File: src/sv/ccsc_pkg.sv
// Package for the calendar clock second counter.
// Holds field widths, command and relation codes, calendar constants and payload types.
// No dependencies.
`timescale 1ns / 1ps
`default_nettype none

package ccsc_pkg;

	localparam int YEAR_W = 14;
	localparam int MON_W  = 4;
	localparam int DAY_W  = 5;
	localparam int HOUR_W = 5;
	localparam int MIN_W  = 6;
	localparam int SEC_W  = 6;

	typedef enum logic [1:0] {
		CMD_TICK = 2'd0,
		CMD_LOAD = 2'd1,
		CMD_CMP  = 2'd2,
		CMD_NONE = 2'd3
	} cmd_t;

	typedef enum logic [1:0] {
		REL_LESS    = 2'd0,
		REL_EQUAL   = 2'd1,
		REL_GREATER = 2'd2
	} rel_t;

	localparam logic [SEC_W-1:0]  LAST_SECOND = SEC_W'(59);
	localparam logic [MIN_W-1:0]  LAST_MINUTE = MIN_W'(59);
	localparam logic [HOUR_W-1:0] LAST_HOUR   = HOUR_W'(23);
	localparam logic [MON_W-1:0]  LAST_MONTH  = MON_W'(12);
	localparam logic [YEAR_W-1:0] LAST_YEAR   = YEAR_W'(9999);

	localparam logic [MON_W-1:0] MON_FEB = MON_W'(2);
	localparam logic [MON_W-1:0] MON_APR = MON_W'(4);
	localparam logic [MON_W-1:0] MON_JUN = MON_W'(6);
	localparam logic [MON_W-1:0] MON_SEP = MON_W'(9);
	localparam logic [MON_W-1:0] MON_NOV = MON_W'(11);

	localparam logic [DAY_W-1:0] DAYS_28 = DAY_W'(28);
	localparam logic [DAY_W-1:0] DAYS_29 = DAY_W'(29);
	localparam logic [DAY_W-1:0] DAYS_30 = DAY_W'(30);
	localparam logic [DAY_W-1:0] DAYS_31 = DAY_W'(31);

	// A year is a multiple of 25 exactly when its product with the inverse of 25
	// modulo 2^14 does not exceed floor((2^14 - 1) / 25).
	localparam logic [YEAR_W-1:0] INV25 = YEAR_W'(7209);
	localparam logic [YEAR_W-1:0] LIM25 = YEAR_W'(((1 << YEAR_W) - 1) / 25);

	typedef struct packed {
		logic [YEAR_W-1:0] year;
		logic [MON_W-1:0]  month;
		logic [DAY_W-1:0]  day;
		logic [HOUR_W-1:0] hour;
		logic [MIN_W-1:0]  minute;
		logic [SEC_W-1:0]  second;
	} time_t;

	localparam time_t TIME_RESET = '{
		year:   '0,
		month:  MON_W'(1),
		day:    DAY_W'(1),
		hour:   '0,
		minute: '0,
		second: '0
	};

	typedef struct packed {
		time_t t;
		rel_t  rel;
	} rsp_t;

endpackage

`default_nettype wire

File: src/sv/ccsc_if.sv
// Request and response channel interfaces for the calendar clock second counter.
// Depends on ccsc_pkg.
`timescale 1ns / 1ps
`default_nettype none

interface ccsc_req_if;
	import ccsc_pkg::*;

	logic              valid;
	logic              ready;
	cmd_t              cmd;
	logic [YEAR_W-1:0] in_year;
	logic [MON_W-1:0]  in_month;
	logic [DAY_W-1:0]  in_day;
	logic [HOUR_W-1:0] in_hour;
	logic [MIN_W-1:0]  in_minute;
	logic [SEC_W-1:0]  in_second;

	modport source(
		output valid, cmd, in_year, in_month, in_day, in_hour, in_minute, in_second,
		input  ready
	);
	modport sink(
		input  valid, cmd, in_year, in_month, in_day, in_hour, in_minute, in_second,
		output ready
	);
endinterface

interface ccsc_rsp_if;
	import ccsc_pkg::*;

	logic              valid;
	logic              ready;
	logic [YEAR_W-1:0] cur_year;
	logic [MON_W-1:0]  cur_month;
	logic [DAY_W-1:0]  cur_day;
	logic [HOUR_W-1:0] cur_hour;
	logic [MIN_W-1:0]  cur_minute;
	logic [SEC_W-1:0]  cur_second;
	rel_t              relation;

	modport source(
		output valid, cur_year, cur_month, cur_day, cur_hour, cur_minute, cur_second,
		output relation,
		input  ready
	);
	modport sink(
		input  valid, cur_year, cur_month, cur_day, cur_hour, cur_minute, cur_second,
		input  relation,
		output ready
	);
endinterface

`default_nettype wire

File: src/sv/ccsc_tick.sv
// One-second advance of a calendar time with Gregorian leap years.
// Purely combinational. Depends on ccsc_pkg.
`timescale 1ns / 1ps
`default_nettype none

module ccsc_tick (
	input  ccsc_pkg::time_t cur,
	output ccsc_pkg::time_t nxt
);
	import ccsc_pkg::*;

	logic [YEAR_W-1:0] prod25;
	logic              div4;
	logic              div16;
	logic              div25;
	logic              leap;
	logic [DAY_W-1:0]  mon_len;

	assign prod25 = YEAR_W'(cur.year * INV25);
	assign div4   = (cur.year[1:0] == 2'b00);
	assign div16  = (cur.year[3:0] == 4'b0000);
	assign div25  = (prod25 <= LIM25);
	assign leap   = (div4 && !div25) || (div16 && div25);

	always_comb begin
		case (cur.month)
			MON_APR, MON_JUN, MON_SEP, MON_NOV: mon_len = DAYS_30;
			MON_FEB: mon_len = leap ? DAYS_29 : DAYS_28;
			default: mon_len = DAYS_31;
		endcase
	end

	always_comb begin
		nxt = cur;
		if (cur.second < LAST_SECOND) begin
			nxt.second = cur.second + SEC_W'(1);
		end else begin
			nxt.second = '0;
			if (cur.minute < LAST_MINUTE) begin
				nxt.minute = cur.minute + MIN_W'(1);
			end else begin
				nxt.minute = '0;
				if (cur.hour < LAST_HOUR) begin
					nxt.hour = cur.hour + HOUR_W'(1);
				end else begin
					nxt.hour = '0;
					if (cur.day < mon_len) begin
						nxt.day = cur.day + DAY_W'(1);
					end else begin
						nxt.day = DAY_W'(1);
						if (cur.month < LAST_MONTH) begin
							nxt.month = cur.month + MON_W'(1);
						end else begin
							nxt.month = MON_W'(1);
							if (cur.year < LAST_YEAR) begin
								nxt.year = cur.year + YEAR_W'(1);
							end else begin
								nxt.year = '0;
							end
						end
					end
				end
			end
		end
	end

endmodule

`default_nettype wire

File: src/sv/ccsc_cmp.sv
// Ordering of the stored time against a given time, year first, second last.
// Purely combinational. Depends on ccsc_pkg.
`timescale 1ns / 1ps
`default_nettype none

module ccsc_cmp (
	input  ccsc_pkg::time_t a,
	input  ccsc_pkg::time_t b,
	output ccsc_pkg::rel_t  rel
);
	import ccsc_pkg::*;

	always_comb begin
		if (a.year != b.year) begin
			rel = (a.year < b.year) ? REL_LESS : REL_GREATER;
		end else if (a.month != b.month) begin
			rel = (a.month < b.month) ? REL_LESS : REL_GREATER;
		end else if (a.day != b.day) begin
			rel = (a.day < b.day) ? REL_LESS : REL_GREATER;
		end else if (a.hour != b.hour) begin
			rel = (a.hour < b.hour) ? REL_LESS : REL_GREATER;
		end else if (a.minute != b.minute) begin
			rel = (a.minute < b.minute) ? REL_LESS : REL_GREATER;
		end else if (a.second != b.second) begin
			rel = (a.second < b.second) ? REL_LESS : REL_GREATER;
		end else begin
			rel = REL_EQUAL;
		end
	end

endmodule

`default_nettype wire

File: src/sv/calendar_clock_second_counter.sv
// Calendar clock second counter: year, month, day, hour, minute and second.
//
// Each request on req carries a command and a time. A tick advances the stored
// time by one second, a load replaces it, and a compare reports on rsp whether
// the stored time is less than, equal to or greater than the given one.
// Every request produces exactly one response on rsp carrying the stored time
// after that request and the compare relation, which is less for all other
// commands.
// The response is registered in the cycle after the request is accepted. One
// request is accepted per cycle unless rsp stalls; the tick carry chain and the
// compare sit between the stored time and the response register.
// The response register holds its contents while rsp is stalled, and req is
// ready whenever that register is empty or is being read in the same cycle.
// Reset sets the time to year 0, January 1, 00:00:00 and empties the response
// register.
// Depends on ccsc_pkg, ccsc_if, ccsc_tick and ccsc_cmp.
`timescale 1ns / 1ps
`default_nettype none

module calendar_clock_second_counter (
	input  logic        clk,
	input  logic        arst_n,
	ccsc_req_if.sink    req,
	ccsc_rsp_if.source  rsp
);
	import ccsc_pkg::*;

	time_t time_q;
	time_t req_time;
	time_t tick_time;
	rel_t  cmp_rel;
	rsp_t  rsp_q;
	logic  rsp_valid_q;
	logic  accept;

	assign req_time = '{
		year:   req.in_year,
		month:  req.in_month,
		day:    req.in_day,
		hour:   req.in_hour,
		minute: req.in_minute,
		second: req.in_second
	};

	ccsc_tick u_tick (
		.cur(time_q),
		.nxt(tick_time)
	);

	ccsc_cmp u_cmp (
		.a  (time_q),
		.b  (req_time),
		.rel(cmp_rel)
	);

	assign req.ready = !rsp_valid_q || rsp.ready;
	assign accept    = req.valid && req.ready;

	always_ff @(posedge clk or negedge arst_n) begin
		if (!arst_n) begin
			time_q <= TIME_RESET;
		end else if (accept) begin
			case (req.cmd)
				CMD_TICK: time_q <= tick_time;
				CMD_LOAD: time_q <= req_time;
				default:  time_q <= time_q;
			endcase
		end
	end

	always_ff @(posedge clk or negedge arst_n) begin
		if (!arst_n) begin
			rsp_valid_q <= 1'b0;
		end else if (req.ready) begin
			rsp_valid_q <= req.valid;
		end
	end

	always_ff @(posedge clk) begin
		if (accept) begin
			case (req.cmd)
				CMD_TICK: begin
					rsp_q.t   <= tick_time;
					rsp_q.rel <= REL_LESS;
				end
				CMD_LOAD: begin
					rsp_q.t   <= req_time;
					rsp_q.rel <= REL_LESS;
				end
				CMD_CMP: begin
					rsp_q.t   <= time_q;
					rsp_q.rel <= cmp_rel;
				end
				default: begin
					rsp_q.t   <= time_q;
					rsp_q.rel <= REL_LESS;
				end
			endcase
		end
	end

	assign rsp.valid      = rsp_valid_q;
	assign rsp.cur_year   = rsp_q.t.year;
	assign rsp.cur_month  = rsp_q.t.month;
	assign rsp.cur_day    = rsp_q.t.day;
	assign rsp.cur_hour   = rsp_q.t.hour;
	assign rsp.cur_minute = rsp_q.t.minute;
	assign rsp.cur_second = rsp_q.t.second;
	assign rsp.relation   = rsp_q.rel;

endmodule

`default_nettype wire
File: src/flat_wrapper.sv
// flat-port wrapper written by rule: the top's interface ports become plain ports
module calendar_clock_second_counter_flat import ccsc_pkg::*;
  (clk, arst_n, req_valid, req_cmd, req_in_year, req_in_month, req_in_day, req_in_hour, req_in_minute, req_in_second, req_ready, rsp_valid, rsp_cur_year, rsp_cur_month, rsp_cur_day, rsp_cur_hour, rsp_cur_minute, rsp_cur_second, rsp_relation, rsp_ready);
  ccsc_req_if req_i ();
  ccsc_rsp_if rsp_i ();
  input  logic clk;
  input  logic arst_n;
  input wire logic [$bits(req_i.valid)-1:0] req_valid;
  input wire logic [$bits(req_i.cmd)-1:0] req_cmd;
  input wire logic [$bits(req_i.in_year)-1:0] req_in_year;
  input wire logic [$bits(req_i.in_month)-1:0] req_in_month;
  input wire logic [$bits(req_i.in_day)-1:0] req_in_day;
  input wire logic [$bits(req_i.in_hour)-1:0] req_in_hour;
  input wire logic [$bits(req_i.in_minute)-1:0] req_in_minute;
  input wire logic [$bits(req_i.in_second)-1:0] req_in_second;
  output wire logic [$bits(req_i.ready)-1:0] req_ready;
  output wire logic [$bits(rsp_i.valid)-1:0] rsp_valid;
  output wire logic [$bits(rsp_i.cur_year)-1:0] rsp_cur_year;
  output wire logic [$bits(rsp_i.cur_month)-1:0] rsp_cur_month;
  output wire logic [$bits(rsp_i.cur_day)-1:0] rsp_cur_day;
  output wire logic [$bits(rsp_i.cur_hour)-1:0] rsp_cur_hour;
  output wire logic [$bits(rsp_i.cur_minute)-1:0] rsp_cur_minute;
  output wire logic [$bits(rsp_i.cur_second)-1:0] rsp_cur_second;
  output wire logic [$bits(rsp_i.relation)-1:0] rsp_relation;
  input wire logic [$bits(rsp_i.ready)-1:0] rsp_ready;
  assign req_i.valid = req_valid;
  assign req_i.cmd = req_cmd;
  assign req_i.in_year = req_in_year;
  assign req_i.in_month = req_in_month;
  assign req_i.in_day = req_in_day;
  assign req_i.in_hour = req_in_hour;
  assign req_i.in_minute = req_in_minute;
  assign req_i.in_second = req_in_second;
  assign req_ready = req_i.ready;
  assign rsp_valid = rsp_i.valid;
  assign rsp_cur_year = rsp_i.cur_year;
  assign rsp_cur_month = rsp_i.cur_month;
  assign rsp_cur_day = rsp_i.cur_day;
  assign rsp_cur_hour = rsp_i.cur_hour;
  assign rsp_cur_minute = rsp_i.cur_minute;
  assign rsp_cur_second = rsp_i.cur_second;
  assign rsp_relation = rsp_i.relation;
  assign rsp_i.ready = rsp_ready;
  calendar_clock_second_counter u_core (.clk(clk), .arst_n(arst_n), .req(req_i), .rsp(rsp_i));
endmodule
File: config.mk
export PLATFORM = sky130hd
export DESIGN_NAME = calendar_clock_second_counter_flat
export DESIGN_NICKNAME = d
export VERILOG_FILES = /design/src/sv/ccsc_pkg.sv /design/src/sv/ccsc_if.sv /design/src/sv/ccsc_tick.sv /design/src/sv/ccsc_cmp.sv /design/src/sv/calendar_clock_second_counter.sv /design/src/flat_wrapper.sv
export SDC_FILE = /design/constraint.sdc
export NUM_CORES = 1
export LEC_CHECK = 0
export ABC_AREA = 1
export BUFFER_PORTS_ARGS = -buffer_cell sky130_fd_sc_hd__buf_2
export CAP_MARGIN = 20
export CORE_ASPECT_RATIO = 1.5
export CORE_UTILIZATION = 45
export CTS_BUF_LIST = sky130_fd_sc_hd__clkbuf_8 sky130_fd_sc_hd__clkbuf_16
export DETAILED_ROUTE_END_ITERATION = 16
export PLACE_DENSITY = 0.61
export SKIP_LAST_GASP = 1
export SLEW_MARGIN = 25
export SYNTH_ARGS = -nofsm -noshare
export SYNTH_HDL_FRONTEND = slang
export SYNTH_SLANG_ARGS = --single-unit
File: constraint.sdc
create_clock -name clk -period 5.5 [get_ports clk]
set_input_delay 0.825 -clock clk [delete_from_list [all_inputs] [get_ports clk]]
set_output_delay 0.825 -clock clk [all_outputs]
set_load 0.02 [all_outputs]
==> results by group, run 1 <==
Status
  – Status: finished, final reports clean

Placed design
  – Final Wtd Congestion: 0.8901
  – Hpwl dp: roughly 17000 um
  – DP Area: 8193 um2
  – Placed Instances: roughly 1.3k
  – Count of input and output buffers: between 80 and 90

Clock tree
  – Root buffer cell: clkbuf_16
  – Clock sinks: 83
  – H-Tree Depth: 3
  – Clk_lat worst skew: ~0.35 ns
  – CTS clock-pin slew for the worst setup and hold paths: about 0.070 ns
  – Clock Tree Buf Depth: 2
  – Post-CTS resize count: 0
  – Post CTS Setup Buffer Count: 0
  – CTS Buf Count: 9
  – Hold-fix buffer count after cts: 0
  – CTS tree: done

Worst setup path
  – CP startpoint kind: flip-flop
  – Crit path arrival time: between 5 and 6 ns
  – Crit-path most repeated cell: nand2_1
  – R2R depth: 24
  – CP max FO: 26
  – Reg-to-reg endpoint: u_core.rsp.cur_month[2]
  – Slowest stage delay, CP: 0.55 ns
  – WP data required: between 5 and 6 ns
  – R2R setup slack: approximately 0.53 ns
  – CP max stage cell: fa_1
  – Worst path cell trace: fa_1, ha_1, ha_1, inv_1, fa_1, fa_1, inv_1, ha_1, a21oi_1, o21ai_0, a31oi_1, nand3_1, nand3_1, nand2_1, nand2_1, nand2_1, nand2_2, nand2_8, nand2_8, inv_2, nand2_1, nand2_1, nand3_1, nand3b_1
  – CP endpoint kind: flip-flop
  – Buf/Inv on CP: 3
  – Setup CP Type: reg2reg
  – Cell class contributing the biggest share of worst-path delay: adder cells
  – Worst reg2reg startpoint: u_core.time_q[26]

Detailed routing
  – Vias per cell: around 5.5
  – Vias: ~7k
  – DRC: 0
  – Antenna Nets Post-Route: 0
  – DR WL/cell: approximately 17 um
  – Initial DRC count: ~370
  – Initial DRT Pass Iterations: 4
  – DRT Wirelength: between 20000 and 25000 um

Synthesis
  – Seq cells post-synth: 83
  – EDFF count, synth: between 40 and 50
  – Synth top area share: approximately 17%
  – Synth cell types: 52
  – Top cells by area, synth: edfxtp_1 (17%), ha_1 (15%), dfrtp_1 (13%)
  – Mapped Area: about 7600 um2
  – Synthesized area per cell: 7.481 um2
  – Main synth FF type: edfxtp_1
  – FFs w/ async S/R, synth: about 49%
  – Ys Warns: 0
  – Post-synth top area cell: edfxtp_1
  – Syn nets: between 1k and 1.5k
  – Register area share after synthesis: 30.24%
  – Synthesized instance count: roughly 1k

Pwr
  – Power, Total: 0.004241 W
  – Pwr dens: about 500 nW/um2
  – Worst vdd ir: 0.7632 mV
  – Leak Pwr: 4.303 nW

Floorplan
  – Initial core utilization: between 40% and 50%
  – Die H: approximately 160 um
  – CORE AREA: approximately 16000 um2
  – FP Rows: 57
  – Ports: 90
  – Die X-Extent: roughly 110 um
  – Die area: roughly 17000 um2

STA
  – Final hold violations: 0
  – Relative slew slack: between 40% and 50%
  – Tmin final: around 5.0 ns
  – RSZ-0062 raised after global routing: no
  – Worst slew pin tran: 0.8585 ns
  – Clock skew: 0.006214 ns
  – Final Cycle Share: about nine tenths
  – Fin Setup TNS: 0 ns
  – Final setup fails: 0
  – Final Max Tran Viols: 0
  – FMAX: slightly above 0.2 GHz

GRT
  – Largest net degree at the start of global routing: 56
  – Total grt overflow: 0
  – First-pass GRT wire length: roughly 37000 um
  – Antenna violations before repair: 0
  – GRT Util Overall: 27.73%
  – Vias in the first global route: around 7.3k

Finish
  – N_diodes: 0
  – Non-Filler Instances: between 1k and 1.5k
  – Layout Area Growth over Synthesis: 12.01%
  – Layout Nets: around 1.2k
  – Util after Layout: around half
  – Design area: about 8500 um2
  – Share of layout cells above drive strength 1: between 10 and 15%

Min path
  – Worst Min Path Start: u_core.rsp.valid
  – Hold crit path type: reg2reg
  – Hold worst-path end: u_core.rsp.valid
  – Hold Path Stages: 2

Flow run
  – Max_cap viols: 0
[flip-flops by register name (all words and copies together), names as in the netlist, 2 cells and up]
name and flops:
u_core.rsp.cur_second 6, u_core.rsp.cur_day 5, u_core.rsp.cur_minute 6, u_core.rsp.relation 2
u_core.rsp.cur_hour 5, u_core.rsp.cur_month 4, u_core.rsp.cur_year 14, u_core.time_q 40
[cells in the mapped netlist, types with 2 or more instances]
| cell | instances |
|---|---|
| nand2_1 | 243 |
| nor3_1 | 12 |
| o211ai_1 | 20 |
| o31ai_1 | 2 |
| xnor2_1 | 5 |
| a22oi_2 | 3 |
| edfxtp_1 | 42 |
| nand2_2 | 7 |
| fa_1 | 11 |
| inv_2 | 12 |
| a21oi_1 | 48 |
| clkbuf_1 | 24 |
| inv_1 | 160 |
| o2111ai_1 | 7 |
| nor2_1 | 57 |
| nand4_1 | 38 |
| nand3_1 | 64 |
| a31oi_1 | 5 |
| nand3b_1 | 12 |
| dfstp_2 | 2 |
| o21bai_1 | 2 |
| buf_4 | 3 |
| dfrtp_1 | 39 |
| nor4_1 | 6 |
| nand2_8 | 2 |
| o21ai_1 | 8 |
| buf_8 | 3 |
| o21ai_0 | 42 |
| ha_1 | 89 |
| a21boi_1 | 6 |
| buf_2 | 5 |
| xor2_1 | 5 |
| o22ai_1 | 6 |
| a22oi_1 | 3 |
| a211oi_1 | 2 |
[worst min-delay path: cells and delay by family (launching register included)]
family	cells	cell delay [ns]
flip-flops	1	0.34
AND/OR/NAND/NOR	2	0.15
[area by class of cell]
cell class,instances,area [um2]
clock buffers,9,225.2
multi-input cells,720,4453
fillers,1654,7851
repair buffers,102,543.0
flip-flops and latches,83,2290
well taps,206,257.7
clock inverters,7,61.31
inverters,173,650.6
[cell usage in the layout (no fill, tap or decap), drive strengths merged, types with 2 or more instances in the layout]
cell,netlist,layout
nand2,253,253
inv,172,172
buf,12,102
ha,89,89
nand3,66,66
nor2,59,59
o21ai,50,50
a21oi,48,48
edfxtp,42,42
dfrtp,39,39
nand4,39,39
o211ai,21,21
nor3,13,13
nand3b,12,12
fa,11,11
clkbuf,24,9
o2111ai,7,7
nor4,6,6
o22ai,6,6
a21boi,6,6
a22oi,6,6
xnor2,5,5
xor2,5,5
a31oi,5,5
clkinv,1,5
a211oi,2,2
o21bai,2,2
o31ai,2,2
clkinvlp,0,2
dfstp,2,2
[cell families (layout without fill, tap and decap cells)]
kind of cell / count (synthesis) / in the layout / share of synthesized area, %
AO/OA/AOI/OAI: 159 / 159 / 12.79
XOR/XNOR: 10 / 10 / 1.157
adder cells (fa/ha/maj): 100 / 100 / 17.62
buffers and inverters: 209 / 291 / 11.04
flip-flops: 83 / 83 / 30.24
AND/OR/NAND/NOR: 451 / 451 / 27.15
[worst max-delay path by stage]
stage | from | endpoint | slack [ns] | cells past startpoint
finish | u_core.time_q[26] | u_core.rsp.cur_month[2] | 0.53 | 24
CTS | u_core.time_q[26] | u_core.rsp.cur_month[1] | 0.52 | 24
global placement | u_core.time_q[26] | u_core.rsp.cur_month[3] | 0.62 | 24
floorplan | u_core.time_q[26] | u_core.rsp.cur_year[2] | 0.96 | 25
global route | u_core.time_q[26] | u_core.rsp.cur_year[2] | 0.10 | 24
detailed placement | u_core.time_q[26] | u_core.rsp.cur_month[3] | 0.52 | 24
[routing by layer]
metal  track usage (%)  vias up  part of all wire, %
met4             15.44        0                  5.1
met3             2.922       72                  3.0
met1             30.77     3407                   39
met5                 0        -                    0
met2             50.55      194                   53
li1                  -     3539                    -
[report_power, final]
group	leakage, nW	total [W]	switching [W]	internal [W]
clock	0.141	0.000613	0.000267	0.000347
sequential	0.875	0.000911	0.000128	0.000783
combinational	3.29	0.00272	0.00166	0.00106
total	4.30	0.00424	0.00205	0.00219
[stage by stage]
| step | setup slack, ns | hold slack (ns) |
|---|---|---|
| 3_5_place_dp | 0.5187 | 0.5180 |
| 4_1_cts | 0.5175 | 0.5335 |
| 3_3_place_gp | 0.6166 | 0.5127 |
| 2_1_floorplan | 0.9649 | 0.5294 |
| 6_report | 0.5309 | 0.5244 |
| 5_1_grt | 0.1032 | 0.5754 |
No activity file was read; power rests on OpenSTA's default activity.
==> run 2, diff against run 1 <==
- CTS_BUF_LIST: sky130_fd_sc_hd__clkbuf_8 sky130_fd_sc_hd__clkbuf_16 -> unset
==> results by group, run 2 (synthesis results as in run 1) <==
Status
  – Status: finished, final reports clean

Clock tree
  – Post-CTS resize count: 0
  – H-Tree Depth: 3
  – CTS clock-pin slew for the worst setup and hold paths: 0.07 ns
  – Post CTS Setup Buffer Count: 0
  – Root buffer cell: clkbuf_16
  – Clock sinks: between 80 and 90
  – Clk_lat worst skew: between 0.3 and 0.4 ns
  – CTS tree: done
  – Clock Tree Buf Depth: 2
  – CTS Buf Count: 9
  – Hold-fix buffer count after cts: 0

Floorplan
  – Initial core utilization: about 46%
  – Die H: between 150 and 200 um
  – FP Rows: 57
  – Die area: 17360 um2
  – Die X-Extent: approximately 110 um
  – Ports: 90
  – CORE AREA: 16330 um2

Worst setup path
  – Cell class contributing the biggest share of worst-path delay: adder cells
  – CP max FO: 26
  – Worst path cell trace: fa_1, ha_1, ha_1, inv_1, fa_1, fa_1, inv_1, ha_1, a21oi_1, o21ai_0, a31oi_1, nand3_1, nand3_1, nand2_1, nand2_1, nand2_1, nand2_2, nand2_8, nand2_8, inv_2, nand2_1, nand2_1, nand3_1, nand3b_1
  – Instance count on the critical path: 24
  – Buf/Inv on CP: 3
  – Reg-to-reg endpoint: u_core.rsp.cur_month[2]
  – WP data required: 5.59 ns
  – CP startpoint kind: flip-flop
  – Crit path arrival time: between 5 and 6 ns
  – CP Capture Point: u_core.rsp.cur_month[2]
  – Crit-path most repeated cell: nand2_1
  – Setup CP Type: reg2reg
  – CP endpoint kind: flip-flop
  – Crit path launch: u_core.time_q[26]
  – R2R depth: 24
  – CP max stage cell: fa_1
  – Slowest stage delay, CP: between 0.5 and 0.6 ns
  – R2R setup slack: about 0.53 ns
  – Worst reg2reg startpoint: u_core.time_q[26]

Pwr
  – Internal power: 0.002194 W
  – Leak Pwr: between 4 and 5 nW
  – Worst vdd ir: roughly 0.76 mV
  – Clk pwr share: between 10 and 15%
  – Gate power share: between 60 and 70%
  – Switching pwr: ~0.0021 W
  – Switching Share: 48.33%
  – Seq pwr share: a little over a fifth
  – Pwr dens: about 500 nW/um2

Detailed routing
  – Initial DRT Pass Iterations: 5
  – DR WL/cell: roughly 17 um
  – DRC: 0
  – Vias per cell: roughly 5.5
  – Antenna Nets Post-Route: 0
  – DRT Wirelength: 22690 um
  – Vias: 7196
  – Initial DRC count: 387

Flow run
  – Max_cap viols: 0

Finish
  – Share of layout cells above drive strength 1: 13.89%
  – Largest register FFs: 40
  – Most frequent cells in the layout: nand2_1 (243), inv_1 (159), ha_1 (89), buf_2 (89), nand3_1 (64)
  – Reg with most FFs: u_core.time_q
  – Layout Nets: 1235
  – Commonest non-fill, non-tap cell in the layout: nand2_1
  – Design area: ~8500 um2
  – N_diodes: 0
  – Layout Area Growth over Synthesis: 12.01%

Placed design
  – DP Area: a little over 8000 um2
  – Hpwl dp: 16750 um
  – Final Wtd Congestion: between 0.8 and 0.9
  – Count of input and output buffers: a little under 90

GRT
  – GRT Util Overall: between 20% and 30%
  – Antenna violations before repair: 0
  – Vias in the first global route: approximately 7.3k
  – First-pass GRT wire length: approximately 37000 um
  – Total grt overflow: 0
  – Largest net degree at the start of global routing: 56

STA
  – RSZ-0062 raised after global routing: no
  – Worst slew pin tran: 0.8654 ns
  – Final hold violations: 0
  – Relative slew slack: a little over two fifths
  – Clock skew: just over 0.006 ns
  – Fin Setup TNS: 0 ns
  – FMAX: 0.2013 GHz
  – Final Max Tran Viols: 0
  – Tmin final: roughly 5.0 ns
  – Final setup fails: 0
  – Final Cycle Share: 90.33%

Min path
  – Hold crit path type: reg2reg
-- run 2: changes by cell type in the layout (fill, tap and decap cells not counted) --
cell	delta
clkbuf_1	+2
inv_1	-2
-- run 2: worst min-delay path: cells and delay by family, from the launching register on --
kind | cells | cell delay (ns)
and+or+nand+nor | 2 | 0.15
DFF | 1 | 0.34
-- run 2: how the worst min path moves through the flow --
stage                     cells past startpoint  slack, ns        startpoint               end
final                                         2       0.52  u_core.rsp.valid  u_core.rsp.valid
after global routing                          2       0.58  u_core.rsp.valid  u_core.rsp.valid
after CTS                                     2       0.53  u_core.rsp.valid  u_core.rsp.valid
after detailed placement                      2       0.52  u_core.rsp.valid  u_core.rsp.valid
after global placement                        2       0.51  u_core.rsp.valid  u_core.rsp.valid
after floorplan                               0       0.53            arst_n  u_core.rsp.valid
-- run 2: area by class of cell --
cell class                      count  area (um2)
Timing Repair Buffer              102       543.0
Fill cell                        1654        7851
Inverter                          173       650.6
Multi-Input combinational cell    720        4453
Clock inverter                      5       53.80
Clock buffer                       11       232.7
Tap cell                          206       257.7
Sequential cell                    83        2290
-- run 2: per-layer routing --
layer | track usage [%] | share of wire, % | vias to the layer above
met5 | 0 | 0 | -
met4 | 15.44 | 5.0 | 0
met3 | 2.922 | 3.0 | 70
met2 | 50.55 | 53 | 192
met1 | 30.77 | 39 | 3394
li1 | - | - | 3540
-- run 2: power groups by stage --
stage	Sequential (W)	Combinational (W)	Clock [W]
finish	0.000912	0.00272	0.000618
global route	0.000928	0.00317	0.000647
CTS	0.000910	0.00275	0.000621
detailed placement	0.000922	0.00273	0
global placement	0.000919	0.00269	0
floorplan	0.000934	0.00206	0
-- run 2: metrics by stage --
stage	hold slack (ns)	worst slack [ns]	cells	util, %	power, W
floorplan	0.5294	0.9649	1012	-	0.002992
global placement	0.5127	0.6166	1284	50.16	0.003612
detailed placement	0.5180	0.5187	1284	50.16	0.003653
CTS	0.5335	0.5175	1300	51.92	0.004279
global route	0.5754	0.1032	1300	51.93	0.004747
finish	0.5247	0.5317	1300	51.93	0.004246
